[src/rtl/sdct_pkg.sv]
// ----------------------------------------------------------------------------
// sdct_pkg: shared types and codes of the serial display command translator
// Display command codes, parser modes, protocol control codes, the
// character-set limit, register indexes and the layout of one result.
// ----------------------------------------------------------------------------
package sdct_pkg;

   // display driver commands
   localparam logic [3:0] CMD_WRITE      = 4'd0;
   localparam logic [3:0] CMD_HOME       = 4'd1;
   localparam logic [3:0] CMD_DISP_OFF   = 4'd2;
   localparam logic [3:0] CMD_DISP_ON    = 4'd3;
   localparam logic [3:0] CMD_CURS_OFF   = 4'd4;
   localparam logic [3:0] CMD_CLEAR      = 4'd5;
   localparam logic [3:0] CMD_SET_CURSOR = 4'd6;
   localparam logic [3:0] CMD_SCROLL_ON  = 4'd7;
   localparam logic [3:0] CMD_SCROLL_OFF = 4'd8;
   localparam logic [3:0] CMD_INIT       = 4'd9;

   // parser modes
   localparam logic [1:0] MODE_IDLE    = 2'd0;
   localparam logic [1:0] MODE_DISCARD = 2'd1;
   localparam logic [1:0] MODE_COLUMN  = 2'd2;
   localparam logic [1:0] MODE_ROW     = 2'd3;

   // protocol control codes
   localparam logic [7:0] CODE_HOME       = 8'd1;
   localparam logic [7:0] CODE_DISP_OFF   = 8'd2;
   localparam logic [7:0] CODE_DISP_ON    = 8'd3;
   localparam logic [7:0] CODE_CURS_OFF   = 8'd4;
   localparam logic [7:0] CODE_BACKSPACE  = 8'd8;
   localparam logic [7:0] CODE_TAB        = 8'd9;
   localparam logic [7:0] CODE_LINEFEED   = 8'd10;
   localparam logic [7:0] CODE_CLEAR      = 8'd12;
   localparam logic [7:0] CODE_RETURN     = 8'd13;
   localparam logic [7:0] CODE_SKIP_A     = 8'd14;
   localparam logic [7:0] CODE_SKIP_B     = 8'd15;
   localparam logic [7:0] CODE_CURSOR     = 8'd17;
   localparam logic [7:0] CODE_SCROLL_ON  = 8'd19;
   localparam logic [7:0] CODE_SCROLL_OFF = 8'd20;
   localparam logic [7:0] CODE_INIT       = 8'd26;
   localparam logic [7:0] CODE_PRINTABLE  = 8'd32;

   // character sets at or above this value produce no set command
   localparam logic [7:0] CHARSET_LIMIT = 8'd3;

   // configuration register indexes
   localparam logic [1:0] REG_CUSTOM_LOW  = 2'd0;
   localparam logic [1:0] REG_CUSTOM_HIGH = 2'd1;
   localparam logic [1:0] REG_CHARSET     = 2'd2;

   typedef struct packed {
      logic [3:0] command;
      logic [7:0] data_byte;
      logic [7:0] column;
      logic [7:0] row;
      logic       last;
   } result_type;

endpackage

[src/rtl/serial_display_command_translator.sv]
// ----------------------------------------------------------------------------
// serial_display_command_translator: protocol bytes to display commands
// Parses a character-display byte stream and emits display driver commands,
// with custom characters, fixed remaps and character-set switching.
// ----------------------------------------------------------------------------
//
//   channel  | direction | handshake            | payload
//   ---------+-----------+----------------------+------------------------------
//   req_     | in        | tvalid / tready      | tdata[7:0] rx_byte
//   rsp_     | out       | tvalid / tready      | tdata command..row, tlast last
//   csr_     | in        | APB psel/penable     | 64-bit registers at 8*i
//
// A request enters the input register and is decoded from there straight
// into the result register. A request that yields one or no result streams
// at one per clock while rsp_ is not stalled; a printable byte that changes
// the character set yields two results and holds the input register until
// the single-entry pending slot behind the result register drains. Reset is
// synchronous and clears the parser state, configuration registers and valid
// flags. A stall on rsp_ backs up into req_tready with no loss.

module serial_display_command_translator
   import sdct_pkg::*;
(
   input  logic        clock,
   input  logic        reset,

   input  logic        req_tvalid,
   output logic        req_tready,
   input  logic [7:0]  req_tdata,     // [7:0] rx_byte

   output logic        rsp_tvalid,
   input  logic        rsp_tready,
   output logic [31:0] rsp_tdata,     // [3:0] command, [11:4] data_byte,
                                      // [19:12] column, [27:20] row, zero pad
   output logic        rsp_tlast,

   input  logic        csr_psel,
   input  logic        csr_penable,
   input  logic        csr_pwrite,
   input  logic [4:0]  csr_paddr,
   input  logic [63:0] csr_pwdata,
   output logic [63:0] csr_prdata,
   output logic        csr_pready
);

   // configuration registers
   logic [63:0] custom_low_ff;
   logic [63:0] custom_high_ff;
   logic [7:0]  cs_base_ff;

   // input register
   logic        in_vld_ff;
   logic [7:0]  in_byte_ff;

   // parser state
   logic [1:0]  mode_ff, mode_in;
   logic [7:0]  col_ff, col_in;
   logic [1:0]  cs_ff, cs_in;

   // result register and the pending second result
   logic        rsp_vld_ff;
   result_type  rsp_ff;
   logic        pend_vld_ff;
   result_type  pend_ff;

   // decode outputs
   logic [1:0]  n_res;
   result_type  res0, res1;
   logic [15:0] trans;
   logic [15:0] custom_entry;
   logic [63:0] custom_word;
   logic        out_free;
   logic        adv;
   logic        csr_wr;
   logic [1:0]  csr_idx;

   // ---------------------------------------------------------------- config
   assign csr_pready = 1'b1;
   assign csr_idx    = csr_paddr[4:3];
   assign csr_wr     = csr_psel & csr_penable & csr_pwrite & csr_pready;

   always_ff @(posedge clock) begin
      if (reset) begin
         custom_low_ff  <= '0;
         custom_high_ff <= '0;
         cs_base_ff     <= '0;
      end else if (csr_wr) begin
         case (csr_idx)
            REG_CUSTOM_LOW:  custom_low_ff  <= csr_pwdata;
            REG_CUSTOM_HIGH: custom_high_ff <= csr_pwdata;
            REG_CHARSET:     cs_base_ff     <= csr_pwdata[7:0];
            default: ;       // writes beyond the map are dropped
         endcase
      end
   end

   always_comb begin
      case (csr_idx)
         REG_CUSTOM_LOW:  csr_prdata = custom_low_ff;
         REG_CUSTOM_HIGH: csr_prdata = custom_high_ff;
         REG_CHARSET:     csr_prdata = {56'd0, cs_base_ff};
         default:         csr_prdata = '0;
      endcase
   end

   // ------------------------------------------------------------ handshake
   // The decode stage advances once the pending slot is empty and the result
   // register is empty or being emptied; a dropped byte advances the same way.
   assign out_free   = !rsp_vld_ff || rsp_tready;
   assign adv        = in_vld_ff && !pend_vld_ff && out_free;
   assign req_tready = !in_vld_ff || adv;

   always_ff @(posedge clock) begin
      if (reset) begin
         in_vld_ff <= 1'b0;
      end else if (req_tready) begin
         in_vld_ff <= req_tvalid;
      end
   end

   always_ff @(posedge clock) begin
      if (req_tready && req_tvalid) begin
         in_byte_ff <= req_tdata;
      end
   end

   // ------------------------------------------------------------ translate
   // Custom entries cover bytes 128 to 135; the fixed remaps win over them.
   always_comb begin
      custom_word  = in_byte_ff[2] ? custom_high_ff : custom_low_ff;
      case (in_byte_ff[1:0])
         2'd0:    custom_entry = custom_word[15:0];
         2'd1:    custom_entry = custom_word[31:16];
         2'd2:    custom_entry = custom_word[47:32];
         default: custom_entry = custom_word[63:48];
      endcase

      if (in_byte_ff[7:3] == 5'b10000) begin
         trans = custom_entry;
      end else begin
         trans = {8'd0, in_byte_ff};
      end

      case (in_byte_ff)
         8'hFE:   trans = 16'h02B3;
         8'hC4:   trans = 16'h005F;
         8'hDE:   trans = 16'h01FC;
         8'hE0:   trans = 16'h01FA;
         8'hE1:   trans = 16'h01FD;
         8'hDF:   trans = 16'h01FB;
         8'hFF:   trans = 16'h01F8;
         8'h80:   trans = 16'h01DF;
         default: ;
      endcase
   end

   // --------------------------------------------------------------- decode
   always_comb begin
      n_res   = 2'd0;
      res0    = '0;
      res1    = '0;
      mode_in = mode_ff;
      col_in  = col_ff;
      cs_in   = cs_ff;

      case (mode_ff)
         MODE_DISCARD: begin
            mode_in = MODE_IDLE;
         end
         MODE_COLUMN: begin
            col_in  = in_byte_ff;
            mode_in = MODE_ROW;
         end
         MODE_ROW: begin
            mode_in      = MODE_IDLE;
            n_res        = 2'd1;
            res0.command = CMD_SET_CURSOR;
            res0.column  = col_ff;
            res0.row     = in_byte_ff;
            res0.last    = 1'b1;
         end
         default: begin
            if (in_byte_ff < CODE_PRINTABLE) begin
               res0.last = 1'b1;
               if (in_byte_ff inside {CODE_SKIP_A, CODE_SKIP_B}) begin
                  mode_in = MODE_DISCARD;
               end else if (in_byte_ff == CODE_CURSOR) begin
                  mode_in = MODE_COLUMN;
               end else if (in_byte_ff inside {CODE_BACKSPACE, CODE_TAB,
                                               CODE_LINEFEED, CODE_RETURN}) begin
                  // pass the code through as a plain write
                  n_res          = 2'd1;
                  res0.command   = CMD_WRITE;
                  res0.data_byte = in_byte_ff;
               end else begin
                  n_res = 2'd1;
                  case (in_byte_ff)
                     CODE_HOME:       res0.command = CMD_HOME;
                     CODE_DISP_OFF:   res0.command = CMD_DISP_OFF;
                     CODE_DISP_ON:    res0.command = CMD_DISP_ON;
                     CODE_CURS_OFF:   res0.command = CMD_CURS_OFF;
                     CODE_CLEAR:      res0.command = CMD_CLEAR;
                     CODE_SCROLL_ON:  res0.command = CMD_SCROLL_ON;
                     CODE_SCROLL_OFF: res0.command = CMD_SCROLL_OFF;
                     CODE_INIT:       res0.command = CMD_INIT;
                     default:         n_res        = 2'd0;   // drop unknown codes
                  endcase
               end
            end else if (trans[15:8] != {6'd0, cs_ff} && trans[15:8] < CHARSET_LIMIT) begin
               // switch character set first, then write the character
               n_res          = 2'd2;
               cs_in          = trans[9:8];
               res0.command   = CMD_WRITE;
               res0.data_byte = cs_base_ff + trans[15:8];
               res0.last      = 1'b0;
               res1.command   = CMD_WRITE;
               res1.data_byte = trans[7:0];
               res1.last      = 1'b1;
            end else begin
               n_res          = 2'd1;
               res0.command   = CMD_WRITE;
               res0.data_byte = trans[7:0];
               res0.last      = 1'b1;
            end
         end
      endcase
   end

   always_ff @(posedge clock) begin
      if (reset) begin
         mode_ff <= MODE_IDLE;
         col_ff  <= '0;
         cs_ff   <= '0;
      end else if (adv) begin
         mode_ff <= mode_in;
         col_ff  <= col_in;
         cs_ff   <= cs_in;
      end
   end

   // -------------------------------------------------------------- results
   // Drain the pending slot before anything new; load both slots on a pair.
   always_ff @(posedge clock) begin
      if (reset) begin
         rsp_vld_ff  <= 1'b0;
         pend_vld_ff <= 1'b0;
      end else if (pend_vld_ff) begin
         if (out_free) begin
            rsp_vld_ff  <= 1'b1;
            pend_vld_ff <= 1'b0;
         end
      end else if (adv && n_res != 2'd0) begin
         rsp_vld_ff  <= 1'b1;
         pend_vld_ff <= (n_res == 2'd2);
      end else if (rsp_tready) begin
         rsp_vld_ff  <= 1'b0;
      end
   end

   always_ff @(posedge clock) begin
      if (pend_vld_ff) begin
         if (out_free) begin
            rsp_ff <= pend_ff;
         end
      end else if (adv && n_res != 2'd0) begin
         rsp_ff  <= res0;
         pend_ff <= res1;
      end
   end

   assign rsp_tvalid = rsp_vld_ff;
   assign rsp_tdata  = {4'd0, rsp_ff.row, rsp_ff.column, rsp_ff.data_byte, rsp_ff.command};
   assign rsp_tlast  = rsp_ff.last;

   // ----------------------------------------------------------- assertions
   a_pend_behind_rsp: assert property (@(posedge clock) disable iff (reset)
      pend_vld_ff |-> rsp_vld_ff)
      else $error("pending result without a result in front of it");

   a_pend_is_last: assert property (@(posedge clock) disable iff (reset)
      pend_vld_ff |-> pend_ff.last)
      else $error("pending result is not the final one of its request");

   a_first_has_second: assert property (@(posedge clock) disable iff (reset)
      (rsp_vld_ff && !rsp_ff.last) |-> pend_vld_ff)
      else $error("first result of a pair shown without its second");

   a_cursor_mode: assert property (@(posedge clock) disable iff (reset)
      (adv && mode_ff == MODE_IDLE && in_byte_ff == CODE_CURSOR) |=>
      mode_ff == MODE_COLUMN)
      else $error("cursor code did not open the column argument");

   a_charset_range: assert property (@(posedge clock) disable iff (reset)
      cs_ff != 2'd3)
      else $error("current character set out of range");

endmodule

[config.mk]
export PLATFORM = sky130hd
export DESIGN_NAME = serial_display_command_translator
export DESIGN_NICKNAME = d
export VERILOG_FILES = /design/src/rtl/sdct_pkg.sv /design/src/rtl/serial_display_command_translator.sv
export SDC_FILE = /design/constraint.sdc
export NUM_CORES = 1
export LEC_CHECK = 0
export ABC_CLOCK_PERIOD_IN_PS = 8410
export BUFFER_PORTS_ARGS = -buffer_cell sky130_fd_sc_hd__buf_2
export CAP_MARGIN = 30
export CORE_MARGIN = 2
export CORE_UTILIZATION = 28
export DETAILED_ROUTE_END_ITERATION = 10
export PLACE_DENSITY_LB_ADDON = 0.2
export SYNTH_ARGS = -nofsm -noshare
export SYNTH_HDL_FRONTEND = slang
export SYNTH_SLANG_ARGS = --single-unit
[constraint.sdc]
create_clock -name clock -period 8.41 [get_ports clock]
set_clock_uncertainty 0.1 [all_clocks]
set_input_delay 1.2615 -clock clock [delete_from_list [all_inputs] [get_ports clock]]
set_output_delay 1.2615 -clock clock [all_outputs]
set_load 0.05 [all_outputs]
-- After elaboration in Yosys (flattened, before gate mapping)
Cells that the tools add are included.
- register bits: 201
- input bits: 84
- word-level logic and storage cells: 135
- add/sub/neg operators: 1
- magnitude comparators: 2
- equality and inequality tests: 34
- multiplexer cells: 40
- bitwise logic cells: 6
- reductions and logical operators: 34
- operators with widths (cell ; count):
    64-bit case mux with 3 select lines ; 1
    16-bit case mux with 8 select lines ; 1
    29-bit 2-to-1 mux ; 3
    8-bit equality test, second input constant ; 8
    64-bit 2-to-1 mux ; 1
    8-bit by 4-bit equality test with 1-bit output, second input constant ; 7
    16-bit case mux with 3 select lines ; 1
    12-bit 2-to-1 mux ; 3
    8-bit by 5-bit equality test with 1-bit output, second input constant ; 4
    16-bit 2-to-1 mux ; 2
    4-bit case mux with 8 select lines ; 1
    8-bit 2-to-1 mux ; 3
    8-bit by 2-bit equality test with 1-bit output, second input constant ; 2
    1-bit 2-to-1 mux ; 14
    2-bit AND reduction ; 7
    2-bit equality test, second input constant ; 5
    2-bit 2-to-1 mux ; 5
    8-bit adder ; 1
    8-bit by 1-bit equality test with 1-bit output, second input constant ; 1
    8-bit by 3-bit equality test with 1-bit output, second input constant ; 1
    8-bit by 2-bit less-than comparator with 1-bit output, second input constant ; 1
    8-bit by 6-bit less-than comparator with 1-bit output, second input constant ; 1
    8-bit by 2-bit != test with 1-bit output ; 1
    2-bit case mux with 2 select lines ; 2
    other kinds (22) ; 41

-- Depth between registers and ports, before layout
- depth after elaboration: 13
- depth in mapped cells: 18
- gate-level depth less buffers: 16

-- Worst setup path after synthesis
Ideal clock, no wire load.
- path kind: input -> output
- start point: in csr_paddr[3]
- end point: out csr_prdata[0]
- data arrival time: 3.517 ns
- required time: 7.048 ns
- slack: 3.532 ns
- stages on the path: 5
- path through: clkbuf_1 clkbuf_1 buf_1 mux2i_1 o21ai_0
- word-level cells in the longest chain between the ends: 2
- elaborated cells between the ends (all ways): 4
- classes of those cells: eq/ne (2); mux (1); reduce/logical (1)
- ends and longest elaborated chain (what ; line ; source):
    start, declared ; serial_display_command_translator.sv:40 ; input logic [4:0] csr_paddr,
    2-bit equality test (tied with other cells) ; serial_display_command_translator.sv:98 ; case (csr_idx)
    64-bit case mux with 3 select lines * ; serial_display_command_translator.sv:98 ;
    end, declared ; serial_display_command_translator.sv:42 ; output logic [63:0] csr_prdata,
Every way passes the cells marked *; elsewhere a longest branch is shown, timed or not.

-- Final worst setup path
- start point: reg in_byte_ff[1]
- end point: reg rsp_ff (netlist bit rsp_tdata[10]) (data pin)
- word-level cells in the longest chain between the ends: 11
- elaborated cells between the ends (all ways): 36
- classes of those cells: add/sub (1); order compare (2); eq/ne (18); mux (11); reduce/logical (4)
- ends and longest elaborated chain (what ; line ; source):
    start, declared ; serial_display_command_translator.sv:53 ; logic [7:0] in_byte_ff;
    start signal, assigned ; serial_display_command_translator.sv:123 ; in_byte_ff <= req_tdata;
    2-bit equality test (tied with other cells) ; serial_display_command_translator.sv:131 ; case (in_byte_ff[1:0])
    16-bit case mux with 3 select lines ; serial_display_command_translator.sv:131 ;
    16-bit 2-to-1 mux ; serial_display_command_translator.sv:138 ; if (in_byte_ff[7:3] == 5'b10000) begin
    16-bit case mux with 8 select lines * ; serial_display_command_translator.sv:144 ; case (in_byte_ff)
    named net trans[8] ; serial_display_command_translator.sv:69 ; logic [15:0] trans;
    8-bit by 2-bit less-than comparator with 1-bit output / 8-bit by 2-bit != test with 1-bit output (equally long branches) ; serial_display_command_translator.sv:209 ; end else if (trans[15:8] != {6'd0, cs_ff} && trans[15:8] < CHARSET_LIMIT) begin
    1-bit logical AND ; serial_display_command_translator.sv:209 ;
    8-bit 2-to-1 mux * ; serial_display_command_translator.sv:209 ;
    12-bit 2-to-1 mux * ; serial_display_command_translator.sv:183 ; if (in_byte_ff < CODE_PRINTABLE) begin
    8-bit 2-to-1 mux * ; serial_display_command_translator.sv:166 ; case (mode_ff)
    29-bit 2-to-1 mux * ; serial_display_command_translator.sv:265 ; end else if (adv && n_res != 2'd0) begin
    29-bit 2-to-1 mux * ; serial_display_command_translator.sv:261 ; if (pend_vld_ff) begin
    end signal, assigned ; serial_display_command_translator.sv:263 ; rsp_ff <= pend_ff;
    end signal, assigned ; serial_display_command_translator.sv:266 ; rsp_ff <= res0;
    end, declared ; serial_display_command_translator.sv:62 ; result_type rsp_ff;
Mark *: on every way through the listed nets, which the timed path passes. The rest lies on a longest branch. The select of a mux whose other input is x is not followed.
A chain may end at the register's enable or synchronous reset.

==> flow_summary.ini <==
[timing]
relSlewSlack_pct = 34.46
finalCritPeriodShare_pct = 61.44
final.setup.tns_ns = 0
tightest_slew_ns = 0.9831
post-route-min-period_ns = 5.167
fmax_ghz = 0.1935
hold_viol_final = 0
drv_slew = 0
finalSetupViolations = 0
rsz0062_at_grt = no

[die]
die-area_sq_um = 38080
core_sq_um = 36260
start_util_pct = 28.21
die_x_um = 195.1
pin_count = 184
rows = 70
fp.dieH_um = 195.1

[cts]
ctsHoldBuffers = 0
cts.sinks = 197
clk_latency_ns = 0.46
clockBufferDepth = 2
cts-resized-gates = 0
cts_tree = built
post-cts-setup-buffer-count = 0
cts_buffers = 17
clk_pin_slew_ns = 0.08
cts-root-buf = clkbuf_16
ctsHtreeMaxLevel = 4

[cells_and_area]
syn_to_final_growth_pct = 17.58
fill_cells = 3874
drive_gt1_share_pct = 18.65
nets = 1429
final_core_util_pct = 33.17

[global_route]
grt_pass1_vias = 8525
overflow = 0
antenna_found_initial = 5
grt_pass1_wl_um = 51470
grt_usage_pct = 17.53
grt_max_degree = 88

[placement]
gp_congestion = 0.8502
dp_hpwl_um = 22820
numPortBuffers = 175

[power_and_ir_drop]
ir_drop_mv = 0.1462
internal-power_mw = 1.569
clkPwrFrac_pct = 41.4
power.density_nw_per_um2 = 181.7
switching_share_pct = 28.20
seq_power_share_pct = 46.7
p_sw_mw = 0.6162
p_leak_nw = 4.627
power_frac_comb_pct = 11.9

[logic_synthesis]
synth-seq-area-share_pct = 43.06
syn_area_sq_um = 10230
synthesis.instances = 1227
synth_warnings = 0
synth.top_cell.area_share_pct = 29.55
syn_area_per_cell_sq_um = 8.336
synth.largest_area_cell = dfxtp_1
async_flop_share_pct = 0
ys_ff_latch = 197
yosysUniqueCellTypes = 66
yosys-top-cells-area = dfxtp_1, edfxtp_1, nand2_1, mux2i_1, a21oi_1
synth_edf_count = 46
synth_ff_type = dfxtp_1

[setup_path]
worstPathRequired_ns = 8.49
criticalPathCategory = reg -> reg
r2r_end = rsp_tdata[10]
cp_max_fo = 45
rrSetupSlack_ns = 3.24
cp-end-kind = flop
timing.rr.start = in_byte_ff[1]
arrival_ns = 5.25
crit_end = rsp_tdata[10]
critPathLaunch = in_byte_ff[1]
reg2regPathDepth = 17
start_kind = flop

[hold_path]
hold_path_class = reg -> reg

[detailed_routing]
ant_nets = 0
dr.pass1.iters = 5
drc_errors = 0
drt_iter0_markers = 550
drt-total-wl_um = 33940
viasPerCell = 4.961
wl_per_cell_um = 18.69
vias = 9010

[status]
status = complete, no violations

[flow_run]
drv_cap = 0
-- synthesized netlist by cell type, types with 13 or more instances --
cell      number
nor2_1        98
a21oi_1      158
dfxtp_1      151
edfxtp_1      46
mux2i_1       90
nand3_1       22
nor3_1        13
inv_1         21
mux4_2        21
o21ai_0       21
nand2_1      321
and2_1        21
clkbuf_1      69
-- worst min-delay path by stage --
| stage | startpoint | to | slack [ns] | depth (start not counted) |
|---|---|---|---|---|
| 5_1_grt | col_ff[5] | col_ff[5] | 0.38 | 2 |
| 4_1_cts | col_ff[3] | col_ff[3] | 0.36 | 2 |
| 3_3_place_gp | col_ff[2] | col_ff[2] | 0.34 | 2 |
| 2_1_floorplan | col_ff[0] | col_ff[0] | 0.33 | 2 |
| 6_report | col_ff[6] | col_ff[6] | 0.35 | 2 |
| 3_5_place_dp | col_ff[6] | col_ff[6] | 0.35 | 2 |
-- cells by family (layout without fill, tap and decap cells) --
logic type / count (synthesis) / after routing / share of synthesized area (%)
other: 2 / 7 / 0.07342
muxes: 119 / 119 / 14.31
and+or+nand+nor: 531 / 531 / 22.07
buffers and inverters: 120 / 236 / 4.930
AOI/OAI and AO/OA: 239 / 239 / 13.44
adders and majority gates: 12 / 12 / 1.517
DFF: 197 / 197 / 43.06
xor gates and xnor gates: 7 / 7 / 0.5994
-- cell usage in the layout (no fill, tap or decap), types with 8 or more instances in the layout --
| cell type | n |
|---|---|
| nand2_1 | 320 |
| buf_2 | 173 |
| a21oi_1 | 158 |
| dfxtp_1 | 151 |
| nor2_1 | 98 |
| mux2i_1 | 90 |
| edfxtp_1 | 46 |
| nand3_1 | 22 |
| inv_1 | 21 |
| mux4_2 | 21 |
| o21ai_0 | 21 |
| and2_1 | 20 |
| clkbuf_16 | 18 |
| nor3_1 | 12 |
| ha_1 | 10 |
| buf_4 | 10 |
| nor4_1 | 9 |
| nor2b_1 | 8 |
| a31oi_1 | 8 |
-- critical path, cell delays in order, from the launching register on --
cell	delay, ns
edfxtp_1	0.71
buf_4	0.62
mux2_1	0.44
mux4_2	0.46
o21ai_1	0.21
nor3b_1	0.33
inv_1	0.10
ha_1	0.22
inv_1	0.07
fa_1	0.23
nand2b_1	0.13
nor4_1	0.05
nand4_1	0.14
o311ai_2	0.18
o21ai_1	0.17
a21boi_1	0.10
o211a_1	0.20
or3_1	0.41
-- state kept, by name (all words and copies together) (netlist names) --
| signal | flops |
|---|---|
| col_ff | 8 |
| cs_base_ff | 8 |
| cs_ff | 2 |
| custom_high_ff | 64 |
| custom_low_ff | 64 |
| in_byte_ff | 8 |
| in_vld_ff | 1 |
| mode_ff | 2 |
| pend_ff | 9 |
| pend_vld_ff | 1 |
| rsp_tdata | 28 |
| rsp_tlast | 1 |
| rsp_tvalid | 1 |
-- layer usage --
layer  global-route usage (%)  wire [um]
met5                        0         30
met4                    5.230        643
met3                    4.318       1804
met2                    27.51      15550
met1                    23.83      15910
-- final cells by class --
class / instances / area, sq um / share of cell area, %
multi-input cells: 913 / 5351 / 44.50
clock inverters: 13 / 182.7 / 1.519
inverters: 21 / 78.83 / 0.6554
repair buffers: 184 / 968.4 / 8.052
well taps: 468 / 585.6 / 4.869
flip-flops and latches: 197 / 4404 / 36.62
diodes: 2 / 5.005 / 0.04161
clock buffers: 18 / 450.4 / 3.745
-- power groups by stage --
| stage | Clock (mW) | Sequential [mW] | Combinational, mW |
|---|---|---|---|
| after floorplan | 0 | 1.07 | 0.145 |
| after global placement | 0 | 1.04 | 0.257 |
| after detailed placement | 0 | 1.04 | 0.262 |
| after CTS | 0.926 | 1.02 | 0.263 |
| after global routing | 0.963 | 1.02 | 0.280 |
| final | 0.904 | 1.02 | 0.261 |
-- through the flow --
| step | power, mW | cells | setup WS, ns | cell area (sq um) | hold WS [ns] |
|---|---|---|---|---|---|
| detailed placement | 1.305 | 1783 | 3.267 | 11390 | 0.3457 |
| global placement | 1.300 | 1782 | 3.315 | 11360 | 0.3427 |
| floorplan | 1.216 | 1230 | 3.532 | 10240 | 0.3317 |
| finish | 2.185 | 1816 | 3.243 | 12030 | 0.3543 |
| CTS | 2.210 | 1814 | 3.229 | 12020 | 0.3557 |
| global route | 2.266 | 1814 | 2.877 | 12020 | 0.3846 |
Power figures use the tool's default switching activity.
